<file path="src/rtl/core/btn_avg_pkg.sv">
// ----------------------------------------------------------------------------
// Button average debouncer package
// Types, codes and constants shared by the debouncer modules.
// ----------------------------------------------------------------------------
package btn_avg_pkg;

    localparam int TIME_BITS_DEF = 32;

    localparam int NOW_BITS      = 32;
    localparam int HELD_BITS     = 32;
    localparam int AVG_BITS      = 8;
    localparam int INTERVAL_BITS = 10;
    localparam int OPCODE_BITS   = 2;
    localparam int STATE_BITS    = 3;

    localparam int CFG_ADDR_BITS = 3;
    localparam int CFG_DATA_BITS = 32;

    localparam int S_TDATA_BITS = 40;  // pin level, timestamp
    localparam int M_TDATA_BITS = 48;  // state, held time, average

    // Register index bit of paddr
    localparam logic REG_INVERT_LEVEL    = 1'b0;
    localparam logic REG_SAMPLE_INTERVAL = 1'b1;

    localparam logic [INTERVAL_BITS-1:0] INTERVAL_RESET = 10'd10;

    localparam logic [AVG_BITS-1:0] AVG_FULL      = 8'd255;
    localparam logic [AVG_BITS-1:0] PRESS_LEVEL   = 8'd223;
    localparam logic [AVG_BITS-1:0] RELEASE_LEVEL = 8'd32;
    localparam logic [AVG_BITS+1:0] AVG_ROUND     = 10'd2;

    typedef enum logic [OPCODE_BITS-1:0] {
        OP_UPDATE = 2'd0,
        OP_BEGIN  = 2'd1,
        OP_STOP   = 2'd2
    } t_opcode;

    typedef enum logic [STATE_BITS-1:0] {
        ST_STOPPED  = 3'd0,
        ST_RELEASED = 3'd1,
        ST_DOWN     = 3'd2,
        ST_PRESSED  = 3'd3,
        ST_UP       = 3'd4
    } t_btn_state;

    typedef struct packed {
        logic                     invert_level;
        logic [INTERVAL_BITS-1:0] sample_interval_ms;
    } t_cfg;

    typedef struct packed {
        t_opcode             opcode;
        logic                pin_level;
        logic [NOW_BITS-1:0] now_ms;
    } t_item;

    typedef struct packed {
        t_btn_state           button_state;
        logic [HELD_BITS-1:0] held_ms;
        logic [AVG_BITS-1:0]  average_level;
    } t_result;

endpackage

</file>
<file path="src/rtl/core/btn_avg_cfg.sv">
// ----------------------------------------------------------------------------
// Debouncer configuration registers
// APB register file holding the level inversion and the sample interval.
// ----------------------------------------------------------------------------
module btn_avg_cfg (
    input  logic                                    i_clk,
    input  logic                                    i_rst_n,
    input  logic                                    psel,
    input  logic                                    penable,
    input  logic                                    pwrite,
    input  logic [btn_avg_pkg::CFG_ADDR_BITS-1:0]   paddr,
    input  logic [btn_avg_pkg::CFG_DATA_BITS-1:0]   pwdata,
    output logic [btn_avg_pkg::CFG_DATA_BITS-1:0]   prdata,
    output logic                                    pready,
    output btn_avg_pkg::t_cfg                       o_cfg
);

    logic                                      r_invert;
    logic                                      n_invert;
    logic [btn_avg_pkg::INTERVAL_BITS-1:0]     r_interval;
    logic [btn_avg_pkg::INTERVAL_BITS-1:0]     n_interval;
    logic                                      wr_en;
    logic                                      reg_sel;

    assign pready  = 1'b1;
    assign wr_en   = psel && penable && pwrite;
    // byte offset within the word is ignored
    assign reg_sel = paddr[btn_avg_pkg::CFG_ADDR_BITS-1];

    always_comb begin
        n_invert   = r_invert;
        n_interval = r_interval;
        if (wr_en) begin
            unique case (reg_sel)
                btn_avg_pkg::REG_INVERT_LEVEL:    n_invert = pwdata[0];
                btn_avg_pkg::REG_SAMPLE_INTERVAL:
                    n_interval = pwdata[btn_avg_pkg::INTERVAL_BITS-1:0];
                default: ;
            endcase
        end
    end

    always_comb begin
        unique case (reg_sel)
            btn_avg_pkg::REG_INVERT_LEVEL:
                prdata = {{(btn_avg_pkg::CFG_DATA_BITS-1){1'b0}}, r_invert};
            btn_avg_pkg::REG_SAMPLE_INTERVAL:
                prdata = {{(btn_avg_pkg::CFG_DATA_BITS-btn_avg_pkg::INTERVAL_BITS){1'b0}},
                          r_interval};
            default: prdata = '0;
        endcase
    end

    always_ff @(posedge i_clk) begin
        if (!i_rst_n) begin
            r_invert   <= 1'b0;
            r_interval <= btn_avg_pkg::INTERVAL_RESET;
        end else begin
            r_invert   <= n_invert;
            r_interval <= n_interval;
        end
    end

    assign o_cfg.invert_level       = r_invert;
    assign o_cfg.sample_interval_ms = r_interval;

endmodule

</file>
<file path="src/rtl/core/btn_avg_core.sv">
// ----------------------------------------------------------------------------
// Debouncer state and update logic
// Moving average, sample timer and press state machine, one item a cycle.
// ----------------------------------------------------------------------------
module btn_avg_core #(
    parameter int TIME_BITS = btn_avg_pkg::TIME_BITS_DEF
) (
    input  logic                  i_clk,
    input  logic                  i_rst_n,
    input  logic                  i_valid,
    input  btn_avg_pkg::t_item    i_item,
    input  btn_avg_pkg::t_cfg     i_cfg,
    output btn_avg_pkg::t_result  o_result
);

    logic                                  r_running;
    logic                                  n_running;
    logic [btn_avg_pkg::AVG_BITS-1:0]      r_avg;
    logic [btn_avg_pkg::AVG_BITS-1:0]      n_avg;
    btn_avg_pkg::t_btn_state               r_state;
    btn_avg_pkg::t_btn_state               n_state;
    btn_avg_pkg::t_btn_state               sampled_state;
    btn_avg_pkg::t_btn_state               shown;
    logic [TIME_BITS-1:0]                  r_last;
    logic [TIME_BITS-1:0]                  n_last;
    logic [TIME_BITS-1:0]                  r_press;
    logic [TIME_BITS-1:0]                  n_press;
    logic [TIME_BITS-1:0]                  now_t;
    logic [TIME_BITS-1:0]                  elapsed;
    logic [TIME_BITS-1:0]                  held_t;
    logic                                  level;
    logic                                  due;
    logic [btn_avg_pkg::AVG_BITS+1:0]      mix;
    logic [btn_avg_pkg::AVG_BITS-1:0]      avg_sampled;
    logic                                  set_press;

    assign now_t   = TIME_BITS'(i_item.now_ms);
    assign level   = i_item.pin_level ^ i_cfg.invert_level;
    assign elapsed = now_t - r_last;
    assign due     = elapsed > TIME_BITS'(i_cfg.sample_interval_ms);

    // avg * 3 + level * 255 + 2, then keep a quarter
    assign mix = {2'b00, r_avg} + {1'b0, r_avg, 1'b0}
               + (level ? {2'b00, btn_avg_pkg::AVG_FULL} : '0)
               + btn_avg_pkg::AVG_ROUND;
    assign avg_sampled = mix[btn_avg_pkg::AVG_BITS+1:2];

    always_comb begin
        sampled_state = r_state;
        set_press     = 1'b0;
        unique case (r_state)
            btn_avg_pkg::ST_RELEASED: begin
                if (avg_sampled > btn_avg_pkg::PRESS_LEVEL) begin
                    sampled_state = btn_avg_pkg::ST_DOWN;
                    set_press     = 1'b1;
                end
            end
            btn_avg_pkg::ST_DOWN: sampled_state = btn_avg_pkg::ST_PRESSED;
            btn_avg_pkg::ST_PRESSED: begin
                if (avg_sampled < btn_avg_pkg::RELEASE_LEVEL)
                    sampled_state = btn_avg_pkg::ST_UP;
            end
            btn_avg_pkg::ST_UP: begin
                if (avg_sampled < btn_avg_pkg::RELEASE_LEVEL)
                    sampled_state = btn_avg_pkg::ST_RELEASED;
            end
            default: ;
        endcase
    end

    always_comb begin
        n_running = r_running;
        n_avg     = r_avg;
        n_state   = r_state;
        n_last    = r_last;
        n_press   = r_press;
        case (i_item.opcode)
            btn_avg_pkg::OP_BEGIN: begin
                n_avg     = level ? btn_avg_pkg::AVG_FULL : '0;
                n_running = 1'b1;
            end
            btn_avg_pkg::OP_STOP: n_running = 1'b0;
            btn_avg_pkg::OP_UPDATE: begin
                if (r_running) begin
                    if (!due) begin
                        // between samples a fresh press still matures
                        if (r_state == btn_avg_pkg::ST_DOWN)
                            n_state = btn_avg_pkg::ST_PRESSED;
                    end else begin
                        n_last  = now_t;
                        n_avg   = avg_sampled;
                        n_state = sampled_state;
                        if (set_press)
                            n_press = now_t;
                    end
                end
            end
            default: ;
        endcase
    end

    assign shown  = n_running ? n_state : btn_avg_pkg::ST_STOPPED;
    assign held_t = now_t - n_press;

    assign o_result.button_state  = shown;
    assign o_result.held_ms       = (shown == btn_avg_pkg::ST_PRESSED)
                                  ? btn_avg_pkg::HELD_BITS'(held_t) : '0;
    assign o_result.average_level = n_avg;

    always_ff @(posedge i_clk) begin
        if (!i_rst_n) begin
            r_running <= 1'b0;
            r_avg     <= '0;
            r_state   <= btn_avg_pkg::ST_RELEASED;
            r_last    <= '0;
            r_press   <= '0;
        end else if (i_valid) begin
            r_running <= n_running;
            r_avg     <= n_avg;
            r_state   <= n_state;
            r_last    <= n_last;
            r_press   <= n_press;
        end
    end

endmodule

</file>
<file path="src/rtl/core/button_average_debouncer_unit.sv">
// ----------------------------------------------------------------------------
// Button average debouncer
// Moving-average button debouncer with a press state machine.
// ----------------------------------------------------------------------------
//  port group  | direction | carries
//  s_*         | in        | command items: opcode, pin level, timestamp
//  m_*         | out       | one result per item: state, held time, average
//  APB p*      | in/out    | invert_level (0x0), sample_interval_ms (0x4)
//
// One item per cycle sustained while m_tready stays high; a result is offered
// after its item is taken, through the input register and then the state update
// into the result register. The update loop in btn_avg_core sets this rate.
// Reset is synchronous; it clears both valid flags and all debounce state.
// A stalled result holds; one further item waits in the input register.
// ----------------------------------------------------------------------------
module button_average_debouncer_unit #(
    parameter int TIME_BITS = btn_avg_pkg::TIME_BITS_DEF
) (
    input  logic                                  i_clk,
    input  logic                                  i_rst_n,
    input  logic                                  s_tvalid,
    output logic                                  s_tready,
    input  logic [btn_avg_pkg::S_TDATA_BITS-1:0]  s_tdata,  // pin_level, now_ms
    input  logic [btn_avg_pkg::OPCODE_BITS-1:0]   s_tuser,  // opcode
    output logic                                  m_tvalid,
    input  logic                                  m_tready,
    // button_state, held_ms, average_level
    output logic [btn_avg_pkg::M_TDATA_BITS-1:0]  m_tdata,
    input  logic                                  psel,
    input  logic                                  penable,
    input  logic                                  pwrite,
    input  logic [btn_avg_pkg::CFG_ADDR_BITS-1:0] paddr,
    input  logic [btn_avg_pkg::CFG_DATA_BITS-1:0] pwdata,
    output logic [btn_avg_pkg::CFG_DATA_BITS-1:0] prdata,
    output logic                                  pready
);

    btn_avg_pkg::t_cfg     cfg;
    btn_avg_pkg::t_item    r_in_item;
    btn_avg_pkg::t_item    n_in_item;
    logic                  r_in_valid;
    logic                  r_out_valid;
    btn_avg_pkg::t_result  r_out;
    btn_avg_pkg::t_result  result;
    logic                  advance;
    logic                  s_take;

    assign advance  = r_in_valid && (!r_out_valid || m_tready);
    assign s_tready = !r_in_valid || advance;
    assign s_take   = s_tvalid && s_tready;

    assign n_in_item.opcode    = btn_avg_pkg::t_opcode'(s_tuser);
    assign n_in_item.pin_level = s_tdata[0];
    assign n_in_item.now_ms    = s_tdata[btn_avg_pkg::NOW_BITS:1];

    btn_avg_cfg u_cfg (
        .i_clk   (i_clk),
        .i_rst_n (i_rst_n),
        .psel    (psel),
        .penable (penable),
        .pwrite  (pwrite),
        .paddr   (paddr),
        .pwdata  (pwdata),
        .prdata  (prdata),
        .pready  (pready),
        .o_cfg   (cfg)
    );

    btn_avg_core #(
        .TIME_BITS (TIME_BITS)
    ) u_core (
        .i_clk    (i_clk),
        .i_rst_n  (i_rst_n),
        .i_valid  (advance),
        .i_item   (r_in_item),
        .i_cfg    (cfg),
        .o_result (result)
    );

    always_ff @(posedge i_clk) begin
        if (!i_rst_n) begin
            r_in_valid  <= 1'b0;
            r_out_valid <= 1'b0;
        end else begin
            if (s_take)
                r_in_valid <= 1'b1;
            else if (advance)
                r_in_valid <= 1'b0;
            if (advance)
                r_out_valid <= 1'b1;
            else if (m_tready)
                r_out_valid <= 1'b0;
        end
    end

    // payload registers: input loads on take, result on advance, hold otherwise
    always_ff @(posedge i_clk) begin
        if (s_take)
            r_in_item <= n_in_item;
        if (advance)
            r_out <= result;
    end

    assign m_tvalid = r_out_valid;
    assign m_tdata  = {5'b00000, r_out.average_level, r_out.held_ms, r_out.button_state};

endmodule

</file>
<file path="config.mk">
export PLATFORM = sky130hd
export DESIGN_NAME = button_average_debouncer_unit
export DESIGN_NICKNAME = d
export VERILOG_FILES = /design/src/rtl/core/btn_avg_pkg.sv /design/src/rtl/core/btn_avg_cfg.sv /design/src/rtl/core/btn_avg_core.sv /design/src/rtl/core/button_average_debouncer_unit.sv
export SDC_FILE = /design/constraint.sdc
export NUM_CORES = 1
export LEC_CHECK = 0
export BUFFER_PORTS_ARGS = -buffer_cell sky130_fd_sc_hd__buf_2
export CORE_ASPECT_RATIO = 0.6
export CORE_MARGIN = 5
export CORE_UTILIZATION = 60
export CTS_BUF_LIST = sky130_fd_sc_hd__clkbuf_8
export DETAILED_ROUTE_END_ITERATION = 12
export GPL_TIMING_DRIVEN = 0
export HOLD_SLACK_MARGIN = 0.1
export PLACE_DENSITY = 0.84
export SLEW_MARGIN = 20
export SYNTH_ARGS = -nofsm -noshare
export SYNTH_HDL_FRONTEND = slang
export SYNTH_SLANG_ARGS = --single-unit
</file>
<file path="constraint.sdc">
create_clock -name i_clk -period 9.46 [get_ports i_clk]
set_clock_uncertainty 0.05 [all_clocks]
set_input_delay 0 -clock i_clk [delete_from_list [all_inputs] [get_ports i_clk]]
set_output_delay 0 -clock i_clk [all_outputs]
set_load 0.02 [all_outputs]
</file>
======== After elaboration in Yosys (flattened, before gate mapping) ========
Index checks and enable logic that the tools add are counted.
word-level totals
  bits in registers ....................... 167
  word-level logic and storage cells ...... 72
  output and inout bits ................... 83
  bits of input ports ..................... 84
cells by class
  bitwise operators ....................... 2
  add/sub/neg operators ................... 5
  magnitude comparators ................... 3
  mux-type cells .......................... 26
  equal/unequal tests ..................... 7
  reduce and logical (&&, ||, !) cells .... 14
operator list
  operator                                                                       number
  32-bit 2-to-1 mux                                                              4
  32-bit one-hot mux with 2 select lines                                         1
  32-bit subtractor                                                              2
  32-bit by 10-bit greater-than comparator with 1-bit output                     1
  8-bit 2-to-1 mux                                                               4
  3-bit 2-to-1 mux                                                               8
  8-bit one-hot mux with 2 select lines                                          1
  3-bit one-hot mux with 4 select lines                                          1
  10-bit adder                                                                   1
  10-bit by 2-bit adder with 10-bit output (second input constant)               1
  8-bit by 9-bit adder with 10-bit output                                        1
  3-bit by 2-bit == test with 1-bit output (second input constant)               3
  8-bit greater-than comparator (second input constant)                          1
  8-bit by 6-bit less-than comparator with 1-bit output (second input constant)  1
  1-bit 2-to-1 mux                                                               6
  1-bit logical AND                                                              4
  2-bit AND reduction                                                            2
  4-bit AND reduction                                                            1
  2-bit nonzero test                                                             2
  3-bit by 1-bit == test with 1-bit output (second input constant)               1
  3-bit == test (second input constant)                                          1
  2-bit by 1-bit == test with 1-bit output (second input constant)               1
  2-bit == test (second input constant)                                          1
  1-bit zero test                                                                2
  5 further kinds                                                                6

======== Logic depth before layout (Yosys ltp) ========
Gate-level depths: netlist of run 1.
  word-level depth ........................ 12
  mapped depth ............................ 38
  depth with buffers taken out ............ 37

======== Modules after synthesis ========
Synthesis of run 1 repeated with hierarchy kept, for this count alone.
unflattened totals
  cells, all modules ...................... 1,344
  area total of the unflattened synthesis .. 11,743.8 um^2
modules (own cells, without submodules)
  module                         instances  cells each  area each (um^2)
  btn_avg_core                   1          1,166       8,526.9
  button_average_debouncer_unit  1          93          2,487.4
  btn_avg_cfg                    1          85          729.4

======== Worst setup path after synthesis of run 1 ========
OpenSTA, ideal clock, no wires.
  kind .................................... reg-to-reg
  from .................................... reg r_in_item[3] (netlist bit)
  to ...................................... reg r_out (netlist bit m_tdata[32]) (data pin)
  period minus slack after synthesis ...... 7.681 ns
  stages on the path, launching flop included .. 37
  path buffers ............................ 2
  library setup time ...................... 0.254 ns
  data arrival time ....................... 7.377 ns
  required time ........................... 9.156 ns
  path slack .............................. 1.779 ns
  path through ............................ edfxtp_1 > ha_1 > a21o_1 > a21oi_1 > nand2_1 > a31oi_1 > o21ai_0 > xor2_1 > ha_1 > a211o_1 > a21oi_1 > o21ai_0 > a211oi_1 > o22a_1 > nand4_1 > nor4b_2 > and4_1 > a21oi_1 > clkbuf_1 > buf_2 > mux2i_1 > ha_1 > o21ai_0 > a21oi_1 > o21ai_0 > a21oi_1 > a2111oi_0 > o21ai_0 > a21oi_1 > nor3_1 > or3b_1 > a41oi_1 > nand2b_1 > a21boi_1 > a311oi_1 > xor2_1 > nor2_1
on the way
  word-level cells in the longest chain between the ends .. 7
  elaborated cells between the ends (all ways) .. 12
  classes of those cells .................. 2 x add/sub; 1 x order compare; 1 x eq/ne; 8 x mux
ends and longest elaborated chain
  item                                                                       RTL line                              text
  start, declared                                                            button_average_debouncer_unit.sv:39   btn_avg_pkg::t_item r_in_item;
  start signal, assigned                                                     button_average_debouncer_unit.sv:99   r_in_item <= n_in_item;
  parallel branches: the longest is 7 deep, another holds 32-bit subtractor  --
  end signal, assigned                                                       button_average_debouncer_unit.sv:101  r_out <= result;
  end, declared                                                              button_average_debouncer_unit.sv:43   btn_avg_pkg::t_result r_out;
Several ways; the timed one is not identified.
A chain may end at the register's enable or synchronous reset.

======== Worst setup path in the final report of run 1 ========
Ends and elaborated chain as after synthesis.

==> results.md, run 1 <==
| Metric | Value | Unit |
| --- | --- | --- |
| Worst max-slew margin expressed relative to the limit | 0.337 | - |
| Standard-cell row count | 39 | - |
| Startpoint Class | flip-flop | - |
| Initial core utilization | 0.604 | - |
| Cell with the most instances after synthesis | sky130_fd_sc_hd__nand2_1 | - |
| Via count of the routed design | 10359 | - |
| Final period demand of the worst path | 9050 | ps |
| Wire length of the first global-routing pass | 50.1 | mm |
| Clock sink count | 167 | - |
| Horiz. Die Dim | 188 | um |
| Largest fanout on the critical path | 10 | - |
| Number of different library cells in the post-synthesis netlist | 99 | - |
| Drt first-iter violations | 1286 | - |
| Wire length after detailed routing | 31.8 | mm |
| Global-route usage over all layers | 0.287 | - |
| GR Layer Usage met3 | 0.0795 | - |
| Vias per cell | 5.95 | - |
| Sequential element share of the synthesized area | 0.363 | - |
| Number of cells produced by synthesis | 1272 | - |
| Average instance area after synthesis | 8.92 | um^2 |
| Data required time at the worst endpoint | 9650 | ps |
| Sum of negative setup slack | 0 | ps |
| Top post-synthesis cells by area | sky130_fd_sc_hd__edfxtp_1, sky130_fd_sc_hd__dfxtp_1, sky130_fd_sc_hd__ha_1 | - |
| Fraction of final layout cells with drive strength greater than 1 | 0.155 | - |
| Count of yosys warnings during synthesis | 0 | - |
| Area share of the largest cell type after synthesis | 0.206 | - |
| Weighted congestion reported at the end of routability-driven placement | 0.960 | - |
| Register-to-Register Path Depth | 36 | - |
| Top-level I/O count | 167 | - |
| Synth-to-Final Area Change | 17.5 | % |
| Max Clk Rate | 111 | MHz |
| Number of clock buffers inserted by TritonCTS | 17 | - |
| TritonCTS clock tree | yes | - |
| Cell taking the most area after synthesis | sky130_fd_sc_hd__edfxtp_1 | - |
| Kind of critical path | reg -> reg | - |
| Post-synthesis async set-or-reset flop share | 0 | - |
| Maximum resistive drop on vdd | 91.6 | uV |
| Most frequent cells after synthesis | sky130_fd_sc_hd__nand2_1, sky130_fd_sc_hd__inv_1, sky130_fd_sc_hd__dfxtp_1 | - |
| Power density over cell area | 133 | mW/mm^2 |
| Per-cell routed wire length | 18.3 | um |
| ANT nets after route | 0 | - |
| Clock transition at path regs | 100 | ps |
| Core Util, Final | 0.710 | - |
| Setup repair after global routing missed its margin | no | - |
| Placed Instances | 1651 | - |
| Number of inserted filler cells in the final layout | 1362 | - |
| Smallest hold slack | 106 | ps |
| Final std cells w/o fill | 1741 | - |
| Setup-failing EPs final | 0 | - |
| Std-Cell Core Area | 0.0188 | mm^2 |
| Final worst setup slack | 413 | ps |
| Final worst-path cycle share | 0.956 | - |
| Busiest grt layer | met2 | - |
| Leak pwr | 5.62 | nW |
| H-Tree Level Count | 4 | - |
| Number of storage elements in the synthesis netlist | 167 | - |
| Nature of the critical path endpoint | flip-flop | - |
| M1 GR Usage | 0.407 | - |
| Prevailing post-synth register cell | sky130_fd_sc_hd__dfxtp_1 | - |
| Worst-case clock buffer depth | 2 | - |
| Crit path DAT | 9240 | ps |
| Slew @ Worst Pin | 995 | ps |
| Total of max-cap violations | 0 | - |
| Detailed-router iteration count before antenna repair | 8 | - |
| Final number of max-transition violations | 0 | - |
| Instance area after placement | 0.0123 | mm^2 |
| Worst-Skew Late Latency | 480 | ps |
| Final hold violation count | 0 | - |
| Die area | 0.0219 | mm^2 |
| Outcome | finished, final reports clean | - |
| Pin count of the biggest net entering global routing | 53 | - |
| Initial antenna violation count | 0 | - |
| Delay of the slowest critical-path stage | 500 | ps |
| Worst hold-check path type | in -> reg | - |
| Via count of the first global-routing pass | 9620 | - |
| Cell with the largest stage delay on the worst path | sky130_fd_sc_hd__edfxtp_1 | - |
| Worst Hold Path Cells | 4 | - |
| Global routing usage on met2 | 0.441 | - |
| DRC errors left | 0 | - |
| Netlist Area Pre-Place | 0.0114 | mm^2 |
| Die Height | 117 | um |
| Total congestion overflow after global routing | 0 | - |
| Net total in the final layout | 1648 | - |
| Total Power Consumption | 1.77 | mW |
| Clock Tree Root | sky130_fd_sc_hd__clkbuf_8 | - |
| HPWL reported at the end of detailed placement | 22.9 | mm |
| Worst slack at placement | -246 | ps |
| Design area | 0.0133 | mm^2 |
| Count of input and output buffers | 106 | - |
| Number of enable flip-flop cells after synthesis | 78 | - |
==> cells in the final DEF (no fill, tap or decap), types with 5 or more instances in the layout <==
master,count
sky130_fd_sc_hd__nor3_1,24
sky130_fd_sc_hd__xor2_1,21
sky130_fd_sc_hd__clkbuf_8,18
sky130_fd_sc_hd__o211a_1,36
sky130_fd_sc_hd__fa_1,8
sky130_fd_sc_hd__clkbuf_1,24
sky130_fd_sc_hd__a31oi_1,11
sky130_fd_sc_hd__nand2b_1,21
sky130_fd_sc_hd__conb_1,28
sky130_fd_sc_hd__buf_4,32
sky130_fd_sc_hd__or2_2,5
sky130_fd_sc_hd__mux2i_1,29
sky130_fd_sc_hd__dfxtp_1,89
sky130_fd_sc_hd__nand3_1,27
sky130_fd_sc_hd__buf_1,6
sky130_fd_sc_hd__a211oi_1,6
sky130_fd_sc_hd__a21o_1,24
sky130_fd_sc_hd__o21ai_0,51
sky130_fd_sc_hd__o211ai_1,19
sky130_fd_sc_hd__buf_2,113
sky130_fd_sc_hd__nand2_1,188
sky130_fd_sc_hd__xnor2_1,23
sky130_fd_sc_hd__nor2b_1,15
sky130_fd_sc_hd__nor2_1,87
sky130_fd_sc_hd__and2_1,5
sky130_fd_sc_hd__and3_1,9
sky130_fd_sc_hd__a21boi_0,53
sky130_fd_sc_hd__o21a_1,10
sky130_fd_sc_hd__nand4_1,14
sky130_fd_sc_hd__or3_1,5
sky130_fd_sc_hd__a21oi_1,64
sky130_fd_sc_hd__edfxtp_1,78
sky130_fd_sc_hd__dlygate4sd3_1,57
sky130_fd_sc_hd__ha_1,75
sky130_fd_sc_hd__o2111ai_1,7
sky130_fd_sc_hd__inv_1,92
==> registers in the layout, summed over array words and instances, names as in the netlist <==
| register | flops |
|---|---|
| u_core.r_running | 1 |
| u_core.r_avg | 8 |
| u_core.r_press | 32 |
| r_in_valid | 1 |
| u_cfg.r_interval | 10 |
| u_core.r_last | 32 |
| u_core.r_state | 3 |
| m_tvalid | 1 |
| r_in_item | 35 |
| u_cfg.r_invert | 1 |
| m_tdata | 43 |
==> path summary, 6_finish.rpt <==
check | from | endpoint | slack (ps)
setup / recovery | r_in_item[3] | m_tdata[32] | 410
setup reg to reg | r_in_item[3] | m_tdata[32] | 410
hold reg to reg | u_core.r_last[9] | u_core.r_last[9] | 420
hold / removal | pwrite | u_cfg.r_interval[5] | 110
==> cell type report <==
| cell class | count | area [um^2] | area share |
|---|---|---|---|
| clock buffers | 17 | 234 | 0.0175 |
| diodes | 1 | 2.50 | 0.000188 |
| flip-flops and latches | 167 | 4120 | 0.309 |
| inverters | 92 | 345 | 0.0259 |
| clock inverters | 15 | 155 | 0.0116 |
| well taps | 246 | 308 | 0.0231 |
| multi-input cells | 960 | 6530 | 0.490 |
| repair buffers | 164 | 1120 | 0.0841 |
| plain buffers | 79 | 514 | 0.0386 |
==> cells by family after synthesis <==
kind of cell,Yosys count,synth area share
adder cells (fa/ha/maj),85,0.0985
AND/OR/NAND/NOR,434,0.182
XOR/XNOR,45,0.0347
AO/OA/AOI/OAI,336,0.217
buffers and inverters,171,0.0751
multiplexers,32,0.0285
flip-flops,167,0.363
other,2,0.000662
==> metal layers <==
layer	up-vias	part of all wire
li1	4892	-
met1	4864	0.45
met2	546	0.42
met3	57	0.11
met4	0	0.017
met5	-	0
==> repair_timing <==
action                                  4_1_cts  5_1_grt
resized for setup                             2       10
setup buffers                                 0        0
hold buffers                                 57        0
hold endpoints to repair                     59        0
endpoints found under the setup margin        4       14
==> power breakdown <==
group | switching, mW | total (mW) | internal, mW
Clock | 0.283 | 0.519 | 0.236
Sequential | 0.0280 | 0.815 | 0.787
Combinational | 0.254 | 0.433 | 0.179
==> critical path: cells and delay by family (launching register included) <==
kind	cells	cell delay, ps
fa+ha+maj	3	1030
compound gates	20	4440
buf+inv	2	530
mux	1	240
flops	1	500
simple gates	8	1640
xor+xnor	2	370
(Power assumes the default switching activity.)
==> run 2, diff against run 1 <==
--- a/config.mk
+++ b/config.mk
@@ -6,14 +6,16 @@
 export NUM_CORES = 1
 export LEC_CHECK = 0
 export BUFFER_PORTS_ARGS = -buffer_cell sky130_fd_sc_hd__buf_2
+export CELL_PAD_IN_SITES_DETAIL_PLACEMENT = 0
+export CELL_PAD_IN_SITES_GLOBAL_PLACEMENT = 1
 export CORE_ASPECT_RATIO = 0.6
 export CORE_MARGIN = 5
-export CORE_UTILIZATION = 60
+export CORE_UTILIZATION = 45
 export CTS_BUF_LIST = sky130_fd_sc_hd__clkbuf_8
 export DETAILED_ROUTE_END_ITERATION = 12
 export GPL_TIMING_DRIVEN = 0
 export HOLD_SLACK_MARGIN = 0.1
-export PLACE_DENSITY = 0.84
+export PLACE_DENSITY = 0.83
 export SLEW_MARGIN = 20
 export SYNTH_ARGS = -nofsm -noshare
 export SYNTH_HDL_FRONTEND = slang
==> results.md, run 2 (same netlist as run 1, synthesis figures left out) <==
| Metric | Value | Unit |
| --- | --- | --- |
| Horiz. Die Dim | 215 | um |
| Worst hold-check path type | in -> reg | - |
| Reg-to-Reg End | m_tdata[32] | - |
| Std-Cell Core Area | 0.0251 | mm^2 |
| Setup-failing EPs final | 0 | - |
| Cell with the largest stage delay on the worst path | sky130_fd_sc_hd__edfxtp_1 | - |
| Most common cell after layout, fill and taps aside | sky130_fd_sc_hd__nand2_1 | - |
| Worst-case clock buffer depth | 2 | - |
| Outcome | finished, final reports clean | - |
| ANT nets after route | 0 | - |
| Wire length after detailed routing | 31.0 | mm |
| Fraction of final layout cells with drive strength greater than 1 | 0.158 | - |
| Core Util, Final | 0.538 | - |
| Register-to-register setup slack | 460 | ps |
| Per-cell routed wire length | 16.9 | um |
| Number of diodes | 0 | - |
| Register-to-Register Path Depth | 36 | - |
| Final worst-path cycle share | 0.951 | - |
| Delay of the slowest critical-path stage | 510 | ps |
| Die Height | 133 | um |
| Maximum resistive drop on vdd | 110 | uV |
| Cell repeated most along the worst path | sky130_fd_sc_hd__o21ai_0 | - |
| Clock transition at path regs | 100 | ps |
| Crit path DAT | 9200 | ps |
| Largest fanout on the critical path | 10 | - |
| Top-level I/O count | 167 | - |
| Initial core utilization | 0.453 | - |
| Vias per cell | 5.40 | - |
| Nature of the critical path endpoint | flip-flop | - |
| Net total in the final layout | 1656 | - |
| Slew @ Worst Pin | 895 | ps |
| Worst reg2reg path startpoint | r_in_item[1] | - |
| Kind of critical path | reg -> reg | - |
| Worst-Skew Late Latency | 500 | ps |
| Total of max-cap violations | 0 | - |
| Data required time at the worst endpoint | 9660 | ps |
| Via count of the routed design | 9881 | - |
| H-Tree Level Count | 4 | - |
| Worst slack at placement | -403 | ps |
| Total Power Consumption | 1.75 | mW |
| Final number of max-transition violations | 0 | - |
| Initial antenna violation count | 0 | - |
| Critical path endpoint | m_tdata[32] | - |
| Die area | 0.0286 | mm^2 |
| Global-route usage over all layers | 0.213 | - |
| Largest register FFs | 43 | - |
| Worst max-slew margin expressed relative to the limit | 0.403 | - |
| Max Clk Rate | 111 | MHz |
| Clock Tree Root | sky130_fd_sc_hd__clkbuf_8 | - |
| Weighted congestion reported at the end of routability-driven placement | 0.917 | - |
| Count of input and output buffers | 106 | - |
| Final worst setup slack | 464 | ps |
| Power density over cell area | 129 | mW/mm^2 |
| DRC errors left | 0 | - |
| Clock sink count | 167 | - |
| Number of clock buffers inserted by TritonCTS | 17 | - |
| Synth-to-Final Area Change | 18.8 | % |
| Drt first-iter violations | 817 | - |
| Final period demand of the worst path | 9000 | ps |
| Smallest hold slack | 158 | ps |
| Detailed-router iteration count before antenna repair | 5 | - |
| Start point of the critical path | r_in_item[1] | - |
| Via count of the first global-routing pass | 9167 | - |
| Final hold violation count | 0 | - |
| HPWL reported at the end of detailed placement | 23.8 | mm |
| Leading cell types in the layout, fill and taps excluded | sky130_fd_sc_hd__nand2_1, sky130_fd_sc_hd__buf_2, sky130_fd_sc_hd__inv_1 | - |
| Wire length of the first global-routing pass | 48.8 | mm |
| Startpoint Class | flip-flop | - |
| Leak pwr | 5.66 | nW |
| Total congestion overflow after global routing | 0 | - |
| TritonCTS clock tree | yes | - |
| Pin count of the biggest net entering global routing | 53 | - |
| Standard-cell row count | 45 | - |
run 2: cell count changes in the layout (fill, tap and decap cells not counted), moves of 2 or more:
cell,change
sky130_fd_sc_hd__buf_4,+5
sky130_fd_sc_hd__bufinv_16,-2
sky130_fd_sc_hd__clkinv_2,-3
sky130_fd_sc_hd__clkinv_4,-2
sky130_fd_sc_hd__dlygate4sd3_1,+4
sky130_fd_sc_hd__inv_6,+5
sky130_fd_sc_hd__inv_8,+2
run 2: per-stage QoR:
| step | setup TNS (ps) | area, um^2 | cells |
|---|---|---|---|
| detailed placement | -1610 | 12400 | 1734 |
| CTS | 0 | 13400 | 1827 |
| finish | 0 | 13500 | 1831 |
| global placement | -2430 | 12400 | 1733 |
| global route | -6.16 | 13500 | 1831 |
| floorplan | 0 | 11400 | 1298 |
run 2: cell type report:
class                   count  area, um^2
plain buffers              79         514
clock buffers              17         234
clock inverters            15         131
fillers                  2353       11600
inverters                  92         345
multi-input cells         960        6540
flip-flops and latches    167        4120
well taps                 329         412
repair buffers            172        1190
run 2: critical path, delay by kind of cell, from the launching register on:
kind | cells | cell delay [ps]
mux | 1 | 280
xor+xnor | 2 | 400
simple gates | 10 | 1920
buf+inv | 1 | 240
fa+ha+maj | 3 | 910
compound gates | 19 | 4430
flops | 1 | 510
run 2: worst min-delay path by stage:
stage          slack (ps)        start  cells after the start            end
3_5_place_dp          130  s_tdata[15]                      1  r_in_item[14]
5_1_grt               120  s_tdata[11]                      2  r_in_item[10]
2_1_floorplan          50   s_tdata[1]                      0   r_in_item[0]
6_report              160  s_tdata[15]                      2  r_in_item[14]
4_1_cts               110  s_tdata[31]                      2  r_in_item[30]
3_3_place_gp          130  s_tdata[21]                      1  r_in_item[20]
run 2: what timing repair did:
item / CTS / global route
buffers inserted: 0 / 4
gates resized for setup: 2 / 12
setup endpoints to repair: 6 / 15
hold endpoints to repair: 60 / 0
pin swaps: 0 / 2
hold buffers: 61 / 0
run 2: layer usage:
metal | up-vias | part of all wire | track usage | wire [um]
met5 | - | 0 | 0 | 0
met4 | 0 | 0.011 | 0.0462 | 346
met3 | 26 | 0.067 | 0.0469 | 2080
met2 | 304 | 0.40 | 0.305 | 12500
met1 | 4630 | 0.52 | 0.329 | 16100
li1 | 4921 | - | - | -
run 2: power breakdown:
| part | total [mW] | switching [mW] | internal (mW) |
|---|---|---|---|
| clock network | 0.502 | 0.309 | 0.193 |
| logic | 0.434 | 0.253 | 0.181 |
| registers | 0.810 | 0.0235 | 0.787 |
